## src/rtl/vwma_pkg.sv

```systemverilog
// Shared constants, types and request structs for the moving average block.
`timescale 1ns / 1ps
package vwma_pkg;

  // Ring capacity and sample width
  localparam int MAX_WINDOW  = 128;
  localparam int SAMPLE_BITS = 16;

  // Window register
  localparam int WIN_W = 8;

  // Derived widths
  localparam int IDX_W      = $clog2(MAX_WINDOW);
  localparam int CNT_W      = $clog2(MAX_WINDOW + 1);
  localparam int SUM_W      = SAMPLE_BITS + CNT_W;
  localparam int DIV_STEP_W = $clog2(SUM_W + 1);
  localparam int CMP_W      = (CNT_W > WIN_W) ? CNT_W : WIN_W;

  typedef logic signed [SAMPLE_BITS-1:0] sample_t;
  typedef logic        [WIN_W-1:0]       win_t;
  typedef logic        [IDX_W-1:0]       idx_t;
  typedef logic        [CNT_W-1:0]       cnt_t;
  typedef logic        [CNT_W:0]         pos_t;
  typedef logic signed [SUM_W-1:0]       sum_t;
  typedef logic        [SUM_W-1:0]       mag_t;
  typedef logic        [CMP_W-1:0]       cmp_t;
  typedef logic        [DIV_STEP_W-1:0]  step_t;

  localparam win_t WIN_RESET = win_t'(20);

  // Divider start request
  typedef struct packed {
    logic start;
    mag_t dividend;
    cnt_t divisor;
  } div_cmd_t;

  // Divider result
  typedef struct packed {
    logic done;
    mag_t quotient;
  } div_rsp_t;

endpackage

```

## src/rtl/vwma_in_if.sv

```systemverilog
// Input sample channel.
`timescale 1ns / 1ps
interface vwma_in_if;
  logic             valid;
  logic             ready;
  vwma_pkg::sample_t sample_in;

  modport source (output valid, output sample_in, input ready);
  modport sink   (input valid, input sample_in, output ready);
endinterface

```

## src/rtl/vwma_out_if.sv

```systemverilog
// Result channel carrying the average.
`timescale 1ns / 1ps
interface vwma_out_if;
  logic             valid;
  logic             ready;
  vwma_pkg::sample_t average_out;

  modport source (output valid, output average_out, input ready);
  modport sink   (input valid, input average_out, output ready);
endinterface

```

## src/rtl/vwma_cfg_if.sv

```systemverilog
// Configuration write channel for the window length register.
`timescale 1ns / 1ps
interface vwma_cfg_if;
  logic           valid;
  logic           ready;
  vwma_pkg::win_t window_length;

  modport source (output valid, output window_length, input ready);
  modport sink   (input valid, input window_length, output ready);
endinterface

```

## src/rtl/vwma_ram.sv

```systemverilog
// Generic single write port, single read port RAM with registered read data.
`timescale 1ns / 1ps
module vwma_ram #(
  parameter int WIDTH = 16,
  parameter int DEPTH = 128
) (
  input  logic                     clk,
  input  logic                     wr_en,
  input  logic [$clog2(DEPTH)-1:0] wr_addr,
  input  logic [WIDTH-1:0]         wr_data,
  input  logic                     rd_en,
  input  logic [$clog2(DEPTH)-1:0] rd_addr,
  output logic [WIDTH-1:0]         rd_data
);

  logic [WIDTH-1:0] mem [DEPTH];
  logic [WIDTH-1:0] rd_data_r;

  // Write and registered read
  always_ff @(posedge clk) begin
    if (wr_en) begin
      mem[wr_addr] <= wr_data;
    end
    if (rd_en) begin
      rd_data_r <= mem[rd_addr];
    end
  end

  assign rd_data = rd_data_r;

endmodule

```

## src/rtl/vwma_div.sv

```systemverilog
// Restoring unsigned divider, one quotient bit per cycle.
`timescale 1ns / 1ps
module vwma_div (
  input  logic               clk,
  input  logic               rst_n,
  input  vwma_pkg::div_cmd_t cmd,
  output vwma_pkg::div_rsp_t rsp
);

  vwma_pkg::mag_t  dvd_r, dvd_nxt;
  vwma_pkg::cnt_t  dsr_r, dsr_nxt;
  vwma_pkg::cnt_t  rem_r, rem_nxt;
  vwma_pkg::step_t step_r, step_nxt;
  logic            busy_r, busy_nxt;
  logic            done_r, done_nxt;

  logic [vwma_pkg::CNT_W:0] rem_shift;
  logic [vwma_pkg::CNT_W:0] rem_diff;
  logic                     ge;

  // Shift in the next dividend bit and try the subtract
  always_comb begin
    rem_shift = {rem_r, dvd_r[vwma_pkg::SUM_W-1]};
    rem_diff  = rem_shift - {1'b0, dsr_r};
    ge        = (rem_shift >= {1'b0, dsr_r});
  end

  always_comb begin
    dvd_nxt  = dvd_r;
    dsr_nxt  = dsr_r;
    rem_nxt  = rem_r;
    step_nxt = step_r;
    busy_nxt = busy_r;
    done_nxt = 1'b0;
    if (cmd.start) begin
      dvd_nxt  = cmd.dividend;
      dsr_nxt  = cmd.divisor;
      rem_nxt  = '0;
      step_nxt = vwma_pkg::step_t'(vwma_pkg::SUM_W);
      busy_nxt = 1'b1;
    end else if (busy_r) begin
      rem_nxt  = ge ? rem_diff[vwma_pkg::CNT_W-1:0] : rem_shift[vwma_pkg::CNT_W-1:0];
      dvd_nxt  = {dvd_r[vwma_pkg::SUM_W-2:0], ge};
      step_nxt = step_r - vwma_pkg::step_t'(1);
      if (step_r == vwma_pkg::step_t'(1)) begin
        busy_nxt = 1'b0;
        done_nxt = 1'b1;
      end
    end
  end

  // Control state
  always_ff @(posedge clk) begin
    if (!rst_n) begin
      busy_r <= 1'b0;
      done_r <= 1'b0;
      step_r <= '0;
    end else begin
      busy_r <= busy_nxt;
      done_r <= done_nxt;
      step_r <= step_nxt;
    end
  end

  // Datapath
  always_ff @(posedge clk) begin
    dvd_r <= dvd_nxt;
    dsr_r <= dsr_nxt;
    rem_r <= rem_nxt;
  end

  assign rsp.done     = done_r;
  assign rsp.quotient = dvd_r;

endmodule

```

## src/rtl/variable_window_moving_average.sv

```systemverilog
// Variable window boxcar moving average: ring memory, running sum, divider.
`timescale 1ns / 1ps
// Sequence per sample: accept, ring update, divider launch, 24 divider steps,
//   done, result load; an empty ring skips the divider and loads a zero result.
// Samples are taken one at a time: a new request is accepted only in idle,
//   once the previous result is loaded; the bit-serial divider over the
//   24-bit sum sets the pace. A stalled result holds the sequencer until it drains.
// Reset (rst_n, synchronous): sum, fill count and ring pointer clear, window
//   returns to 20; ring contents stay undefined and are only read once written.
module variable_window_moving_average (
  input  logic      clk,
  input  logic      rst_n,
  vwma_in_if.sink   in_ch,
  vwma_out_if.source out_ch,
  vwma_cfg_if.sink  cfg_ch
);

  // Sequencer states
  localparam logic [2:0] ST_IDLE   = 3'd0;
  localparam logic [2:0] ST_UPD    = 3'd1;
  localparam logic [2:0] ST_LAUNCH = 3'd2;
  localparam logic [2:0] ST_DIV    = 3'd3;
  localparam logic [2:0] ST_FIN    = 3'd4;

  // Ring update modes
  localparam logic [1:0] MODE_APPEND  = 2'd0;
  localparam logic [1:0] MODE_REPLACE = 2'd1;
  localparam logic [1:0] MODE_DROP    = 2'd2;

  logic [2:0]        state_r, state_nxt;
  logic [1:0]        mode_r, mode_nxt;
  vwma_pkg::win_t    win_r, win_nxt;
  vwma_pkg::sum_t    sum_r, sum_nxt;
  vwma_pkg::cnt_t    cnt_r, cnt_nxt;
  vwma_pkg::idx_t    oldest_r, oldest_nxt;
  vwma_pkg::idx_t    wr_addr_r, wr_addr_nxt;
  vwma_pkg::sample_t samp_r, samp_nxt;
  vwma_pkg::sample_t res_r, res_nxt;
  vwma_pkg::sample_t out_data_r, out_data_nxt;
  logic              out_valid_r, out_valid_nxt;

  logic              in_fire;
  vwma_pkg::cnt_t    w_eff;
  vwma_pkg::pos_t    pos_sum;
  vwma_pkg::idx_t    oldest_inc;
  vwma_pkg::sum_t    old_ext;
  vwma_pkg::sum_t    v_ext;
  vwma_pkg::mag_t    sum_mag;
  logic              ram_wr_en;
  logic [vwma_pkg::SAMPLE_BITS-1:0] ram_rd_data;

  vwma_pkg::div_cmd_t div_cmd;
  vwma_pkg::div_rsp_t div_rsp;

  assign in_ch.ready  = (state_r == ST_IDLE);
  assign cfg_ch.ready = 1'b1;
  assign in_fire      = in_ch.valid && in_ch.ready;

  // Clamp the window to the ring capacity
  always_comb begin
    if (vwma_pkg::cmp_t'(win_r) > vwma_pkg::cmp_t'(vwma_pkg::MAX_WINDOW)) begin
      w_eff = vwma_pkg::cnt_t'(vwma_pkg::MAX_WINDOW);
    end else begin
      w_eff = vwma_pkg::cnt_t'(win_r);
    end
  end

  // Append slot: oldest plus fill count, wrapped around the ring
  always_comb begin
    pos_sum = vwma_pkg::pos_t'(oldest_r) + vwma_pkg::pos_t'(cnt_r);
    if (pos_sum >= vwma_pkg::pos_t'(vwma_pkg::MAX_WINDOW)) begin
      pos_sum = pos_sum - vwma_pkg::pos_t'(vwma_pkg::MAX_WINDOW);
    end
  end

  assign oldest_inc = (oldest_r == vwma_pkg::idx_t'(vwma_pkg::MAX_WINDOW - 1)) ?
                      '0 : oldest_r + vwma_pkg::idx_t'(1);

  assign old_ext = vwma_pkg::sum_t'(vwma_pkg::sample_t'(ram_rd_data));
  assign v_ext   = vwma_pkg::sum_t'(samp_r);
  assign sum_mag = sum_r[vwma_pkg::SUM_W-1] ? vwma_pkg::mag_t'(-sum_r) :
                                              vwma_pkg::mag_t'(sum_r);

  // Start the divider on the new sum and count
  always_comb begin
    div_cmd.start    = (state_r == ST_LAUNCH) && (cnt_r != '0);
    div_cmd.dividend = sum_mag;
    div_cmd.divisor  = cnt_r;
  end

  assign ram_wr_en = (state_r == ST_UPD) && (mode_r != MODE_DROP);

  // Sequencer, ring bookkeeping and output register
  always_comb begin
    state_nxt     = state_r;
    mode_nxt      = mode_r;
    win_nxt       = win_r;
    sum_nxt       = sum_r;
    cnt_nxt       = cnt_r;
    oldest_nxt    = oldest_r;
    wr_addr_nxt   = wr_addr_r;
    samp_nxt      = samp_r;
    res_nxt       = res_r;
    out_data_nxt  = out_data_r;
    out_valid_nxt = out_valid_r;

    if (cfg_ch.valid && cfg_ch.ready) begin
      win_nxt = cfg_ch.window_length;
    end

    // Drop a delivered result
    if (out_valid_r && out_ch.ready) begin
      out_valid_nxt = 1'b0;
    end

    case (state_r)
      ST_IDLE: begin
        if (in_fire) begin
          samp_nxt    = in_ch.sample_in;
          wr_addr_nxt = pos_sum[vwma_pkg::IDX_W-1:0];
          if (cnt_r < w_eff) begin
            mode_nxt = MODE_APPEND;
          end else if (cnt_r == w_eff) begin
            mode_nxt = MODE_REPLACE;
          end else begin
            mode_nxt = MODE_DROP;
          end
          state_nxt = ST_UPD;
        end
      end
      ST_UPD: begin
        case (mode_r)
          MODE_APPEND: begin
            sum_nxt = sum_r + v_ext;
            cnt_nxt = cnt_r + vwma_pkg::cnt_t'(1);
          end
          MODE_REPLACE: begin
            sum_nxt = sum_r + v_ext - old_ext;
            if (cnt_r != '0) begin
              oldest_nxt = oldest_inc;
            end
          end
          default: begin
            sum_nxt    = sum_r - old_ext;
            oldest_nxt = oldest_inc;
            cnt_nxt    = cnt_r - vwma_pkg::cnt_t'(1);
          end
        endcase
        // An empty ring holds a zero sum
        if (cnt_nxt == '0) begin
          sum_nxt = '0;
        end
        state_nxt = ST_LAUNCH;
      end
      ST_LAUNCH: begin
        if (cnt_r == '0) begin
          res_nxt   = '0;
          state_nxt = ST_FIN;
        end else begin
          state_nxt = ST_DIV;
        end
      end
      ST_DIV: begin
        if (div_rsp.done) begin
          if (sum_r[vwma_pkg::SUM_W-1]) begin
            res_nxt = vwma_pkg::sample_t'(-div_rsp.quotient);
          end else begin
            res_nxt = vwma_pkg::sample_t'(div_rsp.quotient);
          end
          state_nxt = ST_FIN;
        end
      end
      ST_FIN: begin
        if (!out_valid_r || out_ch.ready) begin
          out_data_nxt  = res_r;
          out_valid_nxt = 1'b1;
          state_nxt     = ST_IDLE;
        end
      end
      default: begin
        state_nxt = ST_IDLE;
      end
    endcase
  end

  // Control state
  always_ff @(posedge clk) begin
    if (!rst_n) begin
      state_r     <= ST_IDLE;
      win_r       <= vwma_pkg::WIN_RESET;
      sum_r       <= '0;
      cnt_r       <= '0;
      oldest_r    <= '0;
      out_valid_r <= 1'b0;
    end else begin
      state_r     <= state_nxt;
      win_r       <= win_nxt;
      sum_r       <= sum_nxt;
      cnt_r       <= cnt_nxt;
      oldest_r    <= oldest_nxt;
      out_valid_r <= out_valid_nxt;
    end
  end

  // Payload
  always_ff @(posedge clk) begin
    mode_r     <= mode_nxt;
    wr_addr_r  <= wr_addr_nxt;
    samp_r     <= samp_nxt;
    res_r      <= res_nxt;
    out_data_r <= out_data_nxt;
  end

  // Sample ring: read the oldest entry on request, write back during update except in drop mode
  vwma_ram #(
    .WIDTH (vwma_pkg::SAMPLE_BITS),
    .DEPTH (vwma_pkg::MAX_WINDOW)
  ) u_ring (
    .clk     (clk),
    .wr_en   (ram_wr_en),
    .wr_addr (wr_addr_r),
    .wr_data (samp_r),
    .rd_en   (in_fire),
    .rd_addr (oldest_r),
    .rd_data (ram_rd_data)
  );

  vwma_div u_div (
    .clk   (clk),
    .rst_n (rst_n),
    .cmd   (div_cmd),
    .rsp   (div_rsp)
  );

  assign out_ch.valid       = out_valid_r;
  assign out_ch.average_out = out_data_r;

  // An accepted request always moves to the ring update next
  a_fire_to_upd: assert property (@(posedge clk) disable iff (!rst_n)
    in_fire |=> (state_r == ST_UPD))
    else $error("request accepted but ring update skipped");

  // An empty ring never carries a sum
  a_empty_sum: assert property (@(posedge clk) disable iff (!rst_n)
    (cnt_r == '0) |-> (sum_r == '0))
    else $error("nonzero sum with empty ring");

  // Fill count stays within the ring capacity
  a_cnt_range: assert property (@(posedge clk) disable iff (!rst_n)
    cnt_r <= vwma_pkg::cnt_t'(vwma_pkg::MAX_WINDOW))
    else $error("fill count beyond ring capacity");

  // Divider completes only while the sequencer waits for it
  a_div_done: assert property (@(posedge clk) disable iff (!rst_n)
    div_rsp.done |-> (state_r == ST_DIV))
    else $error("divider result outside divide state");

endmodule
```

## src/flat_wrapper.sv

```systemverilog
// flat-port wrapper written by rule: the top's interface ports become plain ports
module variable_window_moving_average_flat 
  (clk, rst_n, in_ch_valid, in_ch_sample_in, in_ch_ready, out_ch_valid, out_ch_average_out, out_ch_ready, cfg_ch_valid, cfg_ch_window_length, cfg_ch_ready);
  vwma_in_if in_ch_i ();
  vwma_out_if out_ch_i ();
  vwma_cfg_if cfg_ch_i ();
  input  logic clk;
  input  logic rst_n;
  input wire logic [$bits(in_ch_i.valid)-1:0] in_ch_valid;
  input wire logic [$bits(in_ch_i.sample_in)-1:0] in_ch_sample_in;
  output wire logic [$bits(in_ch_i.ready)-1:0] in_ch_ready;
  output wire logic [$bits(out_ch_i.valid)-1:0] out_ch_valid;
  output wire logic [$bits(out_ch_i.average_out)-1:0] out_ch_average_out;
  input wire logic [$bits(out_ch_i.ready)-1:0] out_ch_ready;
  input wire logic [$bits(cfg_ch_i.valid)-1:0] cfg_ch_valid;
  input wire logic [$bits(cfg_ch_i.window_length)-1:0] cfg_ch_window_length;
  output wire logic [$bits(cfg_ch_i.ready)-1:0] cfg_ch_ready;
  assign in_ch_i.valid = in_ch_valid;
  assign in_ch_i.sample_in = in_ch_sample_in;
  assign in_ch_ready = in_ch_i.ready;
  assign out_ch_valid = out_ch_i.valid;
  assign out_ch_average_out = out_ch_i.average_out;
  assign out_ch_i.ready = out_ch_ready;
  assign cfg_ch_i.valid = cfg_ch_valid;
  assign cfg_ch_i.window_length = cfg_ch_window_length;
  assign cfg_ch_ready = cfg_ch_i.ready;
  variable_window_moving_average u_core (.clk(clk), .rst_n(rst_n), .in_ch(in_ch_i), .out_ch(out_ch_i), .cfg_ch(cfg_ch_i));
endmodule
```

## config.mk

```make
export PLATFORM = sky130hd
export DESIGN_NAME = variable_window_moving_average_flat
export DESIGN_NICKNAME = d
export VERILOG_FILES = /design/src/rtl/vwma_pkg.sv /design/src/rtl/vwma_in_if.sv /design/src/rtl/vwma_out_if.sv /design/src/rtl/vwma_cfg_if.sv /design/src/rtl/vwma_ram.sv /design/src/rtl/vwma_div.sv /design/src/rtl/variable_window_moving_average.sv /design/src/flat_wrapper.sv
export SDC_FILE = /design/constraint.sdc
export NUM_CORES = 2
export LEC_CHECK = 0
export BUFFER_PORTS_ARGS = -buffer_cell sky130_fd_sc_hd__buf_4
export CORE_MARGIN = 8
export CORE_UTILIZATION = 25
export CTS_BUF_LIST = sky130_fd_sc_hd__clkbuf_4
export CTS_CLUSTER_DIAMETER = 200
export DETAILED_ROUTE_END_ITERATION = 10
export HOLD_SLACK_MARGIN = 0.05
export PLACE_DENSITY_LB_ADDON = 0.25
export RECOVER_POWER = 50
export SYNTH_ARGS = -nofsm -noshare
export SYNTH_HDL_FRONTEND = slang
export SYNTH_SLANG_ARGS = --single-unit
```

## constraint.sdc

```tcl
create_clock -name clk -period 7.7 [get_ports clk]
set_input_delay 0.385 -clock clk [delete_from_list [all_inputs] [get_ports clk]]
set_output_delay 0.385 -clock clk [all_outputs]
set_load 0.01 [all_outputs]
```

* Word level (Yosys, flattened, before mapping)
Memory sizes are Yosys's and may differ from the RTL's. A register that Yosys moved wholly into a read port is not among the register bits.
Index checks and enable logic that the tools add are counted.
** Storage, ports and cells
- Flip-flop bits (word level) :: 155
- Bits in latches :: 0
- RAM bits :: 2048
- Bits in read-only memories :: 0
- Bits of input ports :: 29
- Output and inout bits :: 19
- Logic and storage cells :: 106
- Memories :: 1
** Cells by class
- Add/subtract/negate cells :: 12
- $mul :: 0
- Divide/modulo/power cells :: 0
- Order comparisons :: 4
- Equal/unequal tests :: 14
- Shifts and indexed selects :: 0
- Mux-type cells :: 34
- Bitwise logic cells :: 3
- Reductions and logical operators :: 20
** Memory list
- u_core.u_ring.mem :: depth 128, width 16, read ports 1, clocked after Yosys merged registers in 1, write ports 1, line vwma_ram.sv:16 : logic [WIDTH-1:0] mem [DEPTH];
** Operators by type and width (number)
- $mux 24 :: 4
- $mux 16 :: 3
- $pmux 24 s2 :: 1
- $sub 24x16->24 :: 2
- $pmux 16 s2 :: 1
- $add 24x16->24 :: 1
- $mux 8 :: 3
- $neg 24->24 :: 1
- $mux 7 :: 3
- $logic_not 8->1 :: 2
- $neg 16->16 :: 1
- $pmux 8 s2 :: 1
- $pmux 3 s5 :: 1
- $pmux 7 s2 :: 1
- $mux 3 :: 4
- $mux 5 :: 2
- $add 7x8->9 :: 1
- $ge 9x8->1 :: 1
- $ge 9x8->1 const B :: 1
- $mux 1 :: 9
- $reduce_and 3->1 :: 3
- $add 8x1->8 const B :: 1
- $eq 8x8->1 :: 1
- $gt 8x8->1 const B :: 1
- 26 further kinds :: 38

* Longest topological paths before layout
- Depth in word-level cells :: 5
- Mapped depth :: 22
- Mapped depth without buffers :: 22

* By module
Synthesis repeated with hierarchy kept, for this count alone.
** Second synthesis, totals
- Cells, all modules :: 4201
- Area total of the unflattened synthesis :: 88979.1 um2
** By module, submodules not included
- vwma_ram :: times used 1, cells an instance 3086, area an instance 78683.0 um2, seq. area each 61979.4 um2
- variable_window_moving_average :: times used 1, cells an instance 913, area an instance 7910.1 um2, seq. area each 2732.6 um2
- vwma_div :: times used 1, cells an instance 202, area an instance 2386.0 um2, seq. area each 1261.2 um2

* Worst setup path after synthesis
No wires, ideal clock.
- Kind :: register -> register
- Start :: reg u_core.samp_r[0]
- End :: reg u_core.sum_r[23]
- Setup time :: 122 ps
- Arrival :: 6190 ps
- Data required time :: 7578 ps
- Setup slack :: 1388 ps
- Stages on the path, launching flop included :: 21
- Buffers on the path :: 0
- Clock period less this slack :: 6312 ps
- Cells stage by stage :: edfxtp_1 > ha_1 > inv_1 > fa_1 > nor2b_1 > o31a_1 > o31a_1 > o21ai_0 > o31ai_1 > o21ai_0 > xor2_1 > o21ai_0 > ha_1 > a21o_1 > a2111oi_0 > a21oi_1 > a211oi_1 > xnor2_1 > nor3_1 > a32o_1 > a311o_1
** On the way
- Cells in the longest elaborated chain, start to end :: 4
** Ends and longest elaborated chain
- from (decl) :: line variable_window_moving_average.sv:37 : vwma_pkg::sample_t samp_r, samp_nxt;
- from (signal assigned) :: line variable_window_moving_average.sv:209 : samp_r <= samp_nxt;
- $add 24x16->24 * :: line variable_window_moving_average.sv:134, variable_window_moving_average.sv:138
- $sub 24x16->24 :: line variable_window_moving_average.sv:138 : sum_nxt = sum_r + v_ext - old_ext;
- $pmux 24 s2 * :: line variable_window_moving_average.sv:132 : case (mode_r)
- $mux 24 * :: line variable_window_moving_average.sv:150 : if (cnt_nxt == '0) begin
- to (signal assigned) :: line variable_window_moving_average.sv:198 : sum_r <= sum_nxt;
- to (decl) :: line variable_window_moving_average.sv:33 : vwma_pkg::sum_t sum_r, sum_nxt;
Mark *: on every way between the ends. The rest lies on a longest branch, timed or not.
A chain may end at the register's enable or synchronous reset.

* Worst setup path in the final report
- Start :: reg u_core.samp_r[0]
- End :: mem u_core.u_ring.mem[111][0] (data pin)
** RTL lines (line)
- to (decl) :: vwma_ram.sv:16
No word-level cell before the write port.

==> key figures <==
Finish
  – Multi-input logic area: about 0.022 mm2
  – Most common cell after layout, fill and taps aside: edfxtp_1
  – FF/Latch Area: 0.0660 mm2
  – Layout area overhead: 17.3%
  – Final net count: 5038
  – Fin cells: between 10000 and 15000
  – Final Cell Area: between 0.1 and 0.15 mm2
  – Layout cells sized above 1: between 30 and 40%
  – Most frequent cells in the layout: edfxtp_1, clkbuf_4, mux4_2
  – Fillers: between 30000 and 40000

Setup path
  – CP max stage cell: clkbuf_1
  – WS Path Type: register to register
  – Crit path required time: approximately 8.2 ns
  – Largest fanout on the critical path: 65
  – CP startpoint: u_core.samp_r[0]$_DFFE_PP_
  – Worst R2R Path Depth: 2
  – Critical path endpoint: u_core.u_ring.mem[111][0]$_DFFE_PP_
  – Critical Path AT: 6.74 ns
  – Startpoint Class: register
  – Crit. path cell count: 2
  – Most frequent CP cell: clkbuf_1
  – Crit-path cells: clkbuf_1, clkbuf_1
  – FF-to-FF Start: u_core.samp_r[0]$_DFFE_PP_
  – Reg2Reg Setup Slack: 1.43 ns
  – Buffers plus inverters on the worst setup path: 2
  – Cell family with most CP delay: buffers and inverters
  – Reg2reg end: u_core.u_ring.mem[111][0]$_DFFE_PP_
  – Largest stage delay on the critical path: 2.58 ns
  – Critical Path Sink Type: register

Clock network
  – Sink Count: roughly 2200
  – Insertion delay to the later sink of the worst-skew pair: between 1 and 1.5 ns
  – Num CTS Buffers: slightly below 600
  – Post-CTS Hold Buffers: 74
  – Post-cts sizing count: 0
  – Clock Path Buffers: 4
  – CTS tree: yes
  – Clock tree root driver cell: clkbuf_4
  – CTS clk-pin slew, worst paths: approximately 0.060 ns
  – Postcts setup bufs: 0
  – Maximum level of the CTS H-tree: 6

Yosys
  – Seq/Total Area, Yosys: around three quarters
  – Synth async-reset ratio: 0%
  – Cell area after synthesis: a little under 0.09 mm2
  – Post-Syn Nets: 4328
  – Post-synth EDFFs: between 2000 and 2500
  – Synth unique cells: between 70 and 80
  – Top cell type's share of synthesized area: 72.8%
  – Syn Inst Count: 4215
  – Yosys warns: 0
  – Synthesized flop and latch total: 2219
  – Largest cells by area after synthesis: edfxtp_1, mux4_2, dfxtp_1
  – Largest area contributor in the netlist: edfxtp_1
  – Post-synth top flop: edfxtp_1
  – Avg Cell Area, Syn: 21.1 um2

Place
  – # placed instances: ~9000
  – Gpl congestion: between 0.7 and 0.8
  – I/O Buffers: 46
  – Post-detail-place hpwl: 136000 um
  – Post-place instance area: slightly below 0.1 mm2

Min path
  – Min-Delay Path Class: register to register

Route
  – Iteration-0 DRC Markers: 4192
  – Total wire length: around 240000 um
  – Drt wl/cell: 24.2 um
  – Vias: between 40000 and 50000
  – DRC: 0
  – Via/cell ratio: approximately 4.5
  – Drt first pass iters: 5
  – Post-DRT Antenna Nets: 0

Floorplanning
  – Die Footprint: around 0.37 mm2
  – Die Wd: between 600 and 700 um
  – Core Area: roughly 0.35 mm2
  – Floorplan row count: roughly 220
  – Initial Util: around 25%
  – Chip height: 612 um
  – IO Count: between 40 and 50

Power and ir drop
  – Cell Pwr Density: between 200 and 300 mW/mm2
  – Leakage power: about 32 nW
  – Power Total: between 0.02 and 0.03 W
  – Peak VDD IR: 0.000164 V

STA
  – Final hold viol count: 0
  – Final setup vio count: 0
  – Worst slew pin tran: about 5.0 ns
  – Period utilisation layout: approximately 80%
  – Max_slew headroom: -233%
  – RSZ-0062 raised after global routing: no
  – Setup total negative slack: 0 ns
  – Skew final: between 0.1 and 0.15 ns
  – Final Hold Slack: ~0.40 ns
  – Max-slew violations: ~2100
  – Final min period: around 6.3 ns
  – FMAX: ~160 MHz

Global routing
  – First-pass GRT wire length: between 300000 and 400000 um
  – Overflow after GRT: 0
  – Initial antenna violation count: 31
  – Vias in the first global route: between 40000 and 50000
  – GRT Total Usage: between 10% and 20%
  – Largest net degree at the start of global routing: 120

Status
  – Status: complete, but fails checks
  – Failing checks: max-capacitance violations, max-slew violations

Flow run
  – Max cap viols: 34
per-stage QoR:
stage	util (%)	setup WS, ns
floorplan	-	1.39
global placement	27.1	2.07
detailed placement	27.1	2.12
CTS	29.4	2.10
finish	29.4	1.43
global route	29.4	1.04
layer usage:
metal,global-route usage [%],vias to the layer above,share of wire [%]
li1,-,19360,-
met4,3.27,4,1.7
met2,20.6,1335,48
met1,17.7,24493,45
met5,0,-,0.011
met3,2.33,328,5.3
Yosys cell counts (all sizes together) (6+ instances only):
library cell / count
mux2i: 16
xnor2: 42
inv: 55
mux4: 671
nor2b: 29
xor2: 49
nand2: 162
a21oi: 60
nand4: 9
a21boi: 10
a21o: 20
buf: 86
ha: 79
clkbuf: 114
o21bai: 9
a211oi: 11
a31oi: 12
and2: 22
o21a: 15
nand3: 28
o41ai: 6
or3: 9
nand2b: 19
nor2: 210
o31ai: 11
nor3: 22
nor3b: 6
mux2: 17
o21ai: 126
edfxtp: 2153
dfxtp: 66
and3: 10
worst min-delay path by stage:
stage                                   startpoint                                 endpoint  cells after the start
finish              u_core.res_r[13]$_SDFFCE_PP0P_  u_core.out_ch.average_out[13]$_DFFE_PP_                      0
global route                    in_ch_sample_in[0]               u_core.samp_r[0]$_DFFE_PP_                      3
detailed placement   u_core.res_r[3]$_SDFFCE_PP0P_   u_core.out_ch.average_out[3]$_DFFE_PP_                      0
global placement    u_core.res_r[11]$_SDFFCE_PP0P_  u_core.out_ch.average_out[11]$_DFFE_PP_                      0
floorplan            u_core.res_r[0]$_SDFFCE_PP0P_   u_core.out_ch.average_out[0]$_DFFE_PP_                      0
CTS                             in_ch_sample_in[1]               u_core.samp_r[1]$_DFFE_PP_                      3
final cells by class:
cell class,instances,share of cell area (%)
flip-flops and latches,2219,63.3
multi-input cells,1740,21.2
well taps,4751,5.71
repair buffers,312,2.36
clock inverters,145,0.954
inverters,56,0.202
clock buffers,869,6.26
diodes,5,0.0120
cells by family (layout without fill, tap and decap cells):
family	Yosys count	in the layout	share of synthesized area (%)
flip-flops	2219	2219	74.3
multiplexers	704	704	17.4
buffers and inverters	256	1382	1.21
XOR/XNOR	91	91	0.897
AO/OA/AOI/OAI	316	316	2.23
AND/OR/NAND/NOR	544	544	2.75
other	1	6	0.00422
adder cells (fa/ha/maj)	84	84	1.23
registers in the layout, indices dropped and copies added (netlist names):
signal	flops
u_core.u_div.done_r	1
u_core.res_r	16
u_core.cnt_r	8
u_core.u_div.dsr_r	8
u_core.sum_r	24
u_core.samp_r	16
u_core.u_ring.rd_data	16
u_core.state_r	3
u_core.u_ring.mem	2048
u_core.u_div.step_r	5
u_core.wr_addr_r	7
u_core.oldest_r	7
u_core.u_div.dvd_r	24
u_core.u_div.busy_r	1
u_core.win_r	8
u_core.out_ch.average_out	16
u_core.mode_r	2
u_core.out_ch.valid	1
u_core.u_div.rem_r	8
where the power goes:
group          total [W]  switching (W)  leakage [nW]  internal [W]
Clock             0.0105        0.00486          4.50       0.00563
Combinational    0.00493        0.00300          7.67       0.00194
Sequential        0.0142       0.000268          19.9        0.0140
No activity file was read; power rests on OpenSTA's default activity.
